==> config.mk <==
export PLATFORM = sky130hd
export DESIGN_NAME = serial_mouse_report_engine
export DESIGN_NICKNAME = d
export VERILOG_FILES = /design/src/rtl/core/sfm_pkg.sv /design/src/rtl/core/sfm_fifo.sv /design/src/rtl/core/serial_mouse_report_engine.sv
export SDC_FILE = /design/constraint.sdc
export NUM_CORES = 2
export LEC_CHECK = 0
export ABC_AREA = 1
export BUFFER_PORTS_ARGS = -buffer_cell sky130_fd_sc_hd__buf_2
export CORE_MARGIN = 2
export CORE_UTILIZATION = 45
export CTS_CLUSTER_DIAMETER = 200
export DETAILED_ROUTE_END_ITERATION = 8
export PLACE_DENSITY = 0.57
export SLEW_MARGIN = 20
export SYNTH_ARGS = -nofsm -noshare
export SYNTH_HDL_FRONTEND = slang
export SYNTH_SLANG_ARGS = --single-unit
==> constraint.sdc <==
create_clock -name clk -period 12 [get_ports clk]
set_input_delay 1.2 -clock clk [delete_from_list [all_inputs] [get_ports clk]]
set_output_delay 1.2 -clock clk [all_outputs]
set_load 0.05 [all_outputs]
==> src/rtl/core/sfm_pkg.sv <==
// ----------------------------------------------------------------------------
// sfm_pkg: shared types and constants for the serial mouse report engine
// Function codes, command characters, register indexes, engine states, FIFO
// control beat and the motion helpers (magnitude, take-off, saturating add).
// ----------------------------------------------------------------------------
package sfm_pkg;

  localparam int ACC_W  = 20;
  localparam int DELTA_W = 12;
  localparam logic [5:0] MOTION_CAP = 6'h3F;
  localparam logic [3:0] DEV_REVISION = 4'h0;

  localparam logic signed [ACC_W-1:0] ACC_MAX = 20'sh7FFFF;
  localparam logic signed [ACC_W-1:0] ACC_MIN = 20'sh80000;

  // function codes
  localparam logic [1:0] FN_CMD   = 2'd0;
  localparam logic [1:0] FN_READ  = 2'd1;
  localparam logic [1:0] FN_EVENT = 2'd2;
  localparam logic [1:0] FN_NOP   = 2'd3;

  // host command characters
  localparam logic [7:0] CMD_INCR   = 8'h52;
  localparam logic [7:0] CMD_PROMPT = 8'h44;
  localparam logic [7:0] CMD_POLL   = 8'h50;
  localparam logic [7:0] CMD_TEST   = 8'h54;

  // register indexes
  localparam logic [1:0] REG_SYNC_MASK = 2'd0;
  localparam logic [1:0] REG_TEST_ID   = 2'd1;
  localparam logic [1:0] REG_TEST_TYPE = 2'd2;

  typedef enum logic [3:0] {
    ST_IDLE,
    ST_CMD,
    ST_READ,
    ST_EVENT,
    ST_TEST,
    ST_HDR,
    ST_MX,
    ST_MY,
    ST_DONE
  } sfm_state_t;

  typedef struct packed {
    logic       clear;
    logic       push;
    logic       pop;
    logic [7:0] wdata;
  } sfm_fifo_ctl_t;

  // |v| capped at the motion limit
  function automatic logic [5:0] mag6(input logic signed [ACC_W-1:0] v);
    logic [ACC_W-1:0] absv;
    absv = v[ACC_W-1] ? (~v + 1'b1) : v;
    if (absv >= {{(ACC_W-6){1'b0}}, MOTION_CAP}) begin
      return MOTION_CAP;
    end
    return absv[5:0];
  endfunction

  // accumulator after its magnitude is taken off toward zero
  function automatic logic signed [ACC_W-1:0] take_mag(input logic signed [ACC_W-1:0] v);
    logic [ACC_W-1:0] m;
    m = {{(ACC_W-6){1'b0}}, mag6(v)};
    if (v > 0) begin
      return v - $signed(m);
    end
    return v + $signed(m);
  endfunction

  // saturating accumulate of one motion delta
  function automatic logic signed [ACC_W-1:0] sat_add(input logic signed [ACC_W-1:0] a,
                                                      input logic signed [DELTA_W-1:0] d);
    logic signed [ACC_W:0] s;
    s = {a[ACC_W-1], a} + {{(ACC_W+1-DELTA_W){d[DELTA_W-1]}}, d};
    if (s[ACC_W] != s[ACC_W-1]) begin
      return s[ACC_W] ? ACC_MIN : ACC_MAX;
    end
    return s[ACC_W-1:0];
  endfunction

endpackage

==> src/rtl/core/sfm_fifo.sv <==
// ----------------------------------------------------------------------------
// sfm_fifo: report byte FIFO
// Synchronous byte memory with read pointer, write pointer and fill count.
// Read data is the registered entry at the read pointer.
// ----------------------------------------------------------------------------
module sfm_fifo
  import sfm_pkg::*;
#(
  parameter int FIFO_DEPTH = 128,
  localparam int PtrW = $clog2(FIFO_DEPTH),
  localparam int CntW = $clog2(FIFO_DEPTH + 1)
) (
  input  logic                clk,
  input  logic                rst,
  input  sfm_fifo_ctl_t       ctl,
  output logic [7:0]          rdata,
  output logic [CntW-1:0]     count,
  output logic                full
);

  logic [7:0]      mem [FIFO_DEPTH];
  logic [PtrW-1:0] wr_ptr;
  logic [PtrW-1:0] rd_ptr;
  logic            push_ok;
  logic            pop_ok;

  assign full    = (count == CntW'(FIFO_DEPTH));
  assign push_ok = ctl.push && !full;
  assign pop_ok  = ctl.pop && (count != '0);

  always_ff @(posedge clk) begin
    if (push_ok) begin
      mem[wr_ptr] <= ctl.wdata;
    end
    rdata <= mem[rd_ptr];
  end

  always_ff @(posedge clk) begin
    if (rst || ctl.clear) begin
      wr_ptr <= '0;
      rd_ptr <= '0;
      count  <= '0;
    end else begin
      if (push_ok) begin
        wr_ptr <= (wr_ptr == PtrW'(FIFO_DEPTH - 1)) ? '0 : wr_ptr + 1'b1;
      end
      if (pop_ok) begin
        rd_ptr <= (rd_ptr == PtrW'(FIFO_DEPTH - 1)) ? '0 : rd_ptr + 1'b1;
      end
      if (push_ok && !pop_ok) begin
        count <= count + 1'b1;
      end else if (pop_ok && !push_ok) begin
        count <= count - 1'b1;
      end
    end
  end

  a_count_bound: assert property (@(posedge clk) disable iff (rst)
    count <= CntW'(FIFO_DEPTH))
    else $error("fifo count above depth");

  a_full_push_hold: assert property (@(posedge clk) disable iff (rst)
    full && ctl.push && !ctl.pop && !ctl.clear |=> full)
    else $error("push into full fifo changed count");

endmodule

==> src/rtl/core/serial_mouse_report_engine.sv <==
// ----------------------------------------------------------------------------
// serial_mouse_report_engine: serial mouse protocol engine with report FIFO
// Host commands, byte reads and mouse events over a start/busy port; motion
// reports and self-test bytes are queued in an on-chip byte memory.
// ----------------------------------------------------------------------------
// Usage: raise start with func and its operands while busy is low; the beat is
// taken on that edge and busy rises. Exactly one result comes back, on done,
// valid for that single cycle only; the receiver cannot hold it off. It
// carries read_data/read_valid (a popped byte on a read, else zero) and
// fifo_level (bytes held after the item, low 8 bits).
// Sequence: a nop goes straight to done; a read passes through the read state,
// a command through the command state, which clears the FIFO, and an event
// through the event state. Self test then writes the ID byte, the type byte
// and two zero bytes from the test state. Any item that generates motion
// reports writes each as a header, X and Y byte, one FIFO write per cycle
// through the single memory write port. busy stays high through the done
// cycle, so the next beat is taken the cycle after done.
// Configuration (cfg_we/cfg_index/cfg_data) lands on the edge where cfg_we is
// high; write it only while busy is low.
// ----------------------------------------------------------------------------
module serial_mouse_report_engine
  import sfm_pkg::*;
#(
  parameter int FIFO_DEPTH = 128
) (
  input  logic                      clk,
  input  logic                      rst,
  // command channel
  input  logic                      start,
  output logic                      busy,
  input  logic [1:0]                func,
  input  logic [7:0]                cmd_byte,
  input  logic signed [DELTA_W-1:0] delta_x,
  input  logic signed [DELTA_W-1:0] delta_y,
  input  logic                      left_button,
  input  logic                      middle_button,
  input  logic                      right_button,
  // result
  output logic                      done,
  output logic [7:0]                read_data,
  output logic                      read_valid,
  output logic [7:0]                fifo_level,
  // configuration
  input  logic                      cfg_we,
  input  logic [1:0]                cfg_index,
  input  logic [7:0]                cfg_data
);

  localparam int CntW = $clog2(FIFO_DEPTH + 1);

  // config registers
  logic [7:0] sync_bit_mask;
  logic [7:0] test_id_byte;
  logic [7:0] test_type_byte;

  // device state
  sfm_state_t              state, state_next;
  logic                    incr_mode, incr_mode_next;
  logic signed [ACC_W-1:0] accum_x, accum_x_next;
  logic signed [ACC_W-1:0] accum_y, accum_y_next;
  logic [2:0]              btn, btn_next;          // {L, M, R}
  logic [1:0]              tcnt, tcnt_next;        // self-test byte index

  // latched beat
  logic [1:0]                func_q;
  logic [7:0]                cmd_q;
  logic signed [DELTA_W-1:0] dx_q;
  logic signed [DELTA_W-1:0] dy_q;
  logic [2:0]                btn_q;

  // result registers
  logic [7:0] rdata_r, rdata_next;
  logic       rvalid_r, rvalid_next;

  // FIFO
  sfm_fifo_ctl_t   fctl;
  logic [7:0]      f_rdata;
  logic [CntW-1:0] f_count;
  logic            f_full;
  logic [CntW+7:0] level_ext;

  logic                    accept;
  logic                    changed;
  logic signed [ACC_W-1:0] y_after;

  sfm_fifo #(.FIFO_DEPTH(FIFO_DEPTH)) u_fifo (
    .clk   (clk),
    .rst   (rst),
    .ctl   (fctl),
    .rdata (f_rdata),
    .count (f_count),
    .full  (f_full)
  );

  assign accept     = start && !busy;
  assign busy       = (state != ST_IDLE);
  assign done       = (state == ST_DONE);
  assign read_data  = rdata_r;
  assign read_valid = rvalid_r;
  assign level_ext  = {8'd0, f_count};
  assign fifo_level = level_ext[7:0];

  // an event with no motion and the same buttons is dropped
  assign changed = !(dx_q == '0 && dy_q == '0 && btn_q == btn);
  assign y_after = take_mag(accum_y);

  always_comb begin
    state_next     = state;
    incr_mode_next = incr_mode;
    accum_x_next   = accum_x;
    accum_y_next   = accum_y;
    btn_next       = btn;
    tcnt_next      = tcnt;
    rdata_next     = rdata_r;
    rvalid_next    = rvalid_r;
    fctl           = '0;

    case (state)
      ST_IDLE: begin
        if (start) begin
          rdata_next  = 8'd0;
          rvalid_next = 1'b0;
          case (func)
            FN_CMD:   state_next = ST_CMD;
            FN_READ:  state_next = ST_READ;
            FN_EVENT: state_next = ST_EVENT;
            default:  state_next = ST_DONE;
          endcase
        end
      end

      ST_CMD: begin
        fctl.clear = 1'b1;
        state_next = ST_DONE;
        case (cmd_q)
          CMD_INCR:   incr_mode_next = 1'b1;
          CMD_PROMPT: incr_mode_next = 1'b0;
          CMD_POLL: begin
            incr_mode_next = 1'b0;
            state_next     = ST_HDR;
          end
          CMD_TEST: begin
            incr_mode_next = 1'b0;
            accum_x_next   = '0;
            accum_y_next   = '0;
            btn_next       = 3'b000;
            tcnt_next      = 2'd0;
            state_next     = ST_TEST;
          end
          default: ;
        endcase
      end

      ST_TEST: begin
        fctl.push = 1'b1;
        case (tcnt)
          2'd0:    fctl.wdata = test_id_byte | sync_bit_mask | {4'd0, DEV_REVISION};
          2'd1:    fctl.wdata = test_type_byte;
          default: fctl.wdata = 8'd0;
        endcase
        tcnt_next = tcnt + 1'b1;
        if (tcnt == 2'd3) begin
          state_next = ST_DONE;
        end
      end

      ST_READ: begin
        if (f_count != '0) begin
          fctl.pop    = 1'b1;
          rdata_next  = f_rdata;
          rvalid_next = 1'b1;
        end
        state_next = ST_DONE;
      end

      ST_EVENT: begin
        state_next = ST_DONE;
        if (changed) begin
          accum_x_next = sat_add(accum_x, dx_q);
          accum_y_next = sat_add(accum_y, dy_q);
          btn_next     = btn_q;
          if (incr_mode) begin
            state_next = ST_HDR;
          end
        end
      end

      // report header; a full FIFO here ends generation, accumulators kept
      ST_HDR: begin
        if (f_full) begin
          state_next = ST_DONE;
        end else begin
          fctl.push  = 1'b1;
          fctl.wdata = sync_bit_mask |
                       {3'd0, (accum_x > 0), accum_y[ACC_W-1], btn};
          state_next = ST_MX;
        end
      end

      ST_MX: begin
        fctl.push    = 1'b1;
        fctl.wdata   = {2'd0, mag6(accum_x)};
        accum_x_next = take_mag(accum_x);
        state_next   = ST_MY;
      end

      // repeat while both remain nonzero, else clear both
      ST_MY: begin
        fctl.push  = 1'b1;
        fctl.wdata = {2'd0, mag6(accum_y)};
        if (accum_x != '0 && y_after != '0) begin
          accum_y_next = y_after;
          state_next   = ST_HDR;
        end else begin
          accum_x_next = '0;
          accum_y_next = '0;
          state_next   = ST_DONE;
        end
      end

      ST_DONE: state_next = ST_IDLE;

      default: state_next = ST_IDLE;
    endcase
  end

  always_ff @(posedge clk) begin
    if (rst) begin
      state <= ST_IDLE;
    end else begin
      state <= state_next;
    end
  end

  always_ff @(posedge clk) begin
    if (rst) begin
      incr_mode <= 1'b0;
      accum_x   <= '0;
      accum_y   <= '0;
      btn       <= 3'b000;
      tcnt      <= 2'd0;
      rvalid_r  <= 1'b0;
    end else begin
      incr_mode <= incr_mode_next;
      accum_x   <= accum_x_next;
      accum_y   <= accum_y_next;
      btn       <= btn_next;
      tcnt      <= tcnt_next;
      rvalid_r  <= rvalid_next;
    end
  end

  always_ff @(posedge clk) begin
    rdata_r <= rdata_next;
    if (accept) begin
      func_q <= func;
      cmd_q  <= cmd_byte;
      dx_q   <= delta_x;
      dy_q   <= delta_y;
      btn_q  <= {left_button, middle_button, right_button};
    end
  end

  // config write port
  always_ff @(posedge clk) begin
    if (rst) begin
      sync_bit_mask  <= 8'h80;
      test_id_byte   <= 8'h20;
      test_type_byte <= 8'h12;
    end else if (cfg_we) begin
      case (cfg_index)
        REG_SYNC_MASK: sync_bit_mask  <= cfg_data;
        REG_TEST_ID:   test_id_byte   <= cfg_data;
        REG_TEST_TYPE: test_type_byte <= cfg_data;
        default: ;
      endcase
    end
  end

  a_accept_busy: assert property (@(posedge clk) disable iff (rst)
    accept |=> busy)
    else $error("accepted beat did not raise busy");

  a_done_frees: assert property (@(posedge clk) disable iff (rst)
    done |=> !busy)
    else $error("busy held after done");

  a_full_keeps_accum: assert property (@(posedge clk) disable iff (rst)
    (state == ST_HDR) && f_full |=> done && $stable(accum_x) && $stable(accum_y))
    else $error("full fifo at report start changed accumulators");

  a_read_func: assert property (@(posedge clk) disable iff (rst)
    done && read_valid |-> func_q == FN_READ)
    else $error("byte returned for a non-read beat");

endmodule
==> flow_summary.yaml <==
outcome:
  status: "completed"
power:
  p_leak_uw: 0.01812
  powerDensity_mw_per_mm2: 149.5
  ir_worst_vdd_mv: 0.1243
clock_network:
  post_cts_buffers: 0
  cts_tree: "done"
  clk_latency_ps: 760
  htree_levels: 4
  cts_hold_buf: 0
  clk_path_buf_depth: 3
  cts.sinks: 1172
  clk_pin_slew_ps: 60
  cts-buffers-inserted: 131
  cts_root_buffer: "clkbuf_16"
  cts_resized: 0
placed_design:
  dpl_cell_area_sq_mm: 0.05387
  port_buffers: 69
  dpl.hpwl_um: 86700
  pre_cts_ws_ps: 5654
  place_congestion: 0.8614
timing:
  clock_skew_ps: 51.74
  setup_viol: 0
  slew_headroom_pct: 25.87
  finalHoldViolations: 0
  fmax_ghz: 0.1544
  worstMarginPinSlew_ps: 1112
  rsz0062_at_grt: "false"
  setup_tns_ps: 0
  post-route-period-util_pct: 53.99
  fin_ws_ps: 5521
  drv_slew: 0
  fin_crit_ps: 6479
yosys:
  synth_area_per_cell_sq_um: 10.96
  seq_area_frac_synth_pct: 65.74
  ys_types: 64
  synth_edf_count: 1067
  syn_inst: 4739
  synth_area_leaders: "edfxtp_1, nor2_1, o21ai_0"
  synth_largest_area_cell: "edfxtp_1"
  async_reset_ff_share_pct: 0
  ys_ff_latch: 1172
  synth_top_cell_area_share_pct: 61.70
  synth_ff_type: "edfxtp_1"
  syn_nets: 4887
  netlist_area_sq_mm: 0.05193
  yosysWarnings: 0
grt:
  antenna_found_initial: 4
  grtUsageTotal_pct: 24.23
  grt_pass1_vias: 34442
  grt_overflow: 0
  grt_max_degree: 156
  grt_pass1_wl_um: 217500
worst_setup_path:
  start_kind: "register"
  cp.required_ps: 12680
  cp_max_fo: 23
  endpoint_kind: "register"
  slowest_stage: "nand3_1"
  path_delay_family: "simple AND/OR/NAND/NOR gates"
  slowest_delay_ps: 820
  critical_path_class: "reg2reg"
  worst-path-buf-inv: 4
  cp_common_cell: "nand2_1"
  critPathArrivalTime_ps: 7160
route:
  drt-total-wl_um: 143700
  ant_nets: 0
  routedWlPerCell_um: 22.59
  via_count: 36455
  first_pass_iters: 5
  drt_iter0_markers: 3216
  drcViolationCount: 0
  drt-vias-per-instance: 5.730
cells_and_area:
  finish.utilization_pct: 50.64
  fin_nets: 4898
  syn_to_final_growth_pct: 11.50
  drive_gt1_share_pct: 8.186
  design_area_sq_mm: 0.05790
  diodes: 0
floorplan:
  dieArea_sq_mm: 0.1181
  rows: 124
  ioPinCount: 70
  die_w_um: 343.7
  start_util_pct: 45.42
  core_area_sq_mm: 0.1143
  die_y_um: 343.7
hold_path:
  hp-class: "reg2reg"
job:
  drv_cap: 0
[worst paths after layout]
kind	startpoint	end	slack [ps]	depth (start not counted)
worst min register to register	test_type_byte[1]	test_type_byte[1]	470	2
worst min-delay path	test_type_byte[1]	test_type_byte[1]	470	2
worst max-delay path	accum_x[1]	accum_x[18]	5520	38
worst max register to register	accum_x[1]	accum_x[18]	5520	38
[power by group]
part / internal, uW / switching [uW]
Clock: 2150 / 1670
Sequential: 4420 / 26.0
Combinational: 108 / 285
Total: 6680 / 1980
[routing by layer]
layer  vias up  GRT usage (%)  wire length, um
met5         -              0               13
li1      17178              -                -
met3       232          3.255             8580
met2      1133          39.28            68160
met1     17910          33.99            63330
met4         2          7.460             3656
[cell families after synthesis]
group | share of synthesized area [%]
flops | 65.74
xor+xnor | 1.142
fa+ha+maj | 2.409
simple gates | 14.26
compound gates | 12.89
buf+inv | 3.549
[through the flow]
step | instances | power [uW] | hold slack [ps]
after global routing | 6362 | 8911 | 505.7
after CTS | 6362 | 8713 | 471.5
after global placement | 6128 | 4920 | 452.2
after floorplan | 4739 | 4792 | 428.7
final | 6362 | 8656 | 473.1
after detailed placement | 6129 | 4922 | 451.6
[Yosys cell counts (all sizes together), types with 5 or more instances]
cell     number
edfxtp     1067
nand4        67
nor3         47
clkbuf      237
a21boi        7
nand3       166
ha           92
o221ai       99
a21oi       157
fa            5
o2111ai       5
or2           8
buf          20
o211ai       27
nor2        880
dfxtp       105
a31oi        24
o21bai        5
xor2         44
o21ai       648
clkinv        8
nand2       557
xnor2        22
inv         215
o21a          8
a211oi        5
nand3b       12
o22ai       159
nor4         13
[sequential cells by signal (all words and copies together) (netlist names), 7 cells and up]
name,flops
test_type_byte,8
u_fifo.mem,1024
accum_x,20
u_fifo.rdata,8
test_id_byte,8
u_fifo.wr_ptr,7
accum_y,20
dx_q,12
sync_bit_mask,8
cmd_q,8
read_data,8
dy_q,12
u_fifo.rd_ptr,7
u_fifo.count,8
[cell type report]
type                    count  area [sq um]
clock inverters            62         551.8
inverters                 223         852.1
well taps                1512          1892
flip-flops and latches   1172         34150
clock buffers             171          3480
repair buffers            135         898.4
fillers                 10162         56440
multi-input cells        3087         16080
[cells in the final DEF, fill, tap and decap left out, drive strengths merged, types with 7 or more instances in the layout]
cell type,n
buf,135
clkbuf,171
xnor2,22
dfxtp,105
ha,92
nor4,13
nor3,47
o21a,8
nand4,67
or2,8
nand3,166
o211ai,27
xor2,44
inv,221
nand2,557
nand3b,12
o21ai,648
a31oi,24
edfxtp,1067
a21oi,157
o221ai,99
o22ai,159
a21boi,7
clkinv,57
nor2,880
[worst min-delay path, cell delays in order, from the launching register on]
cell and delay, ps:
dfxtp_1 330, nand2_1 50, nand3_1 60
No activity file was read; power rests on OpenSTA's default activity.
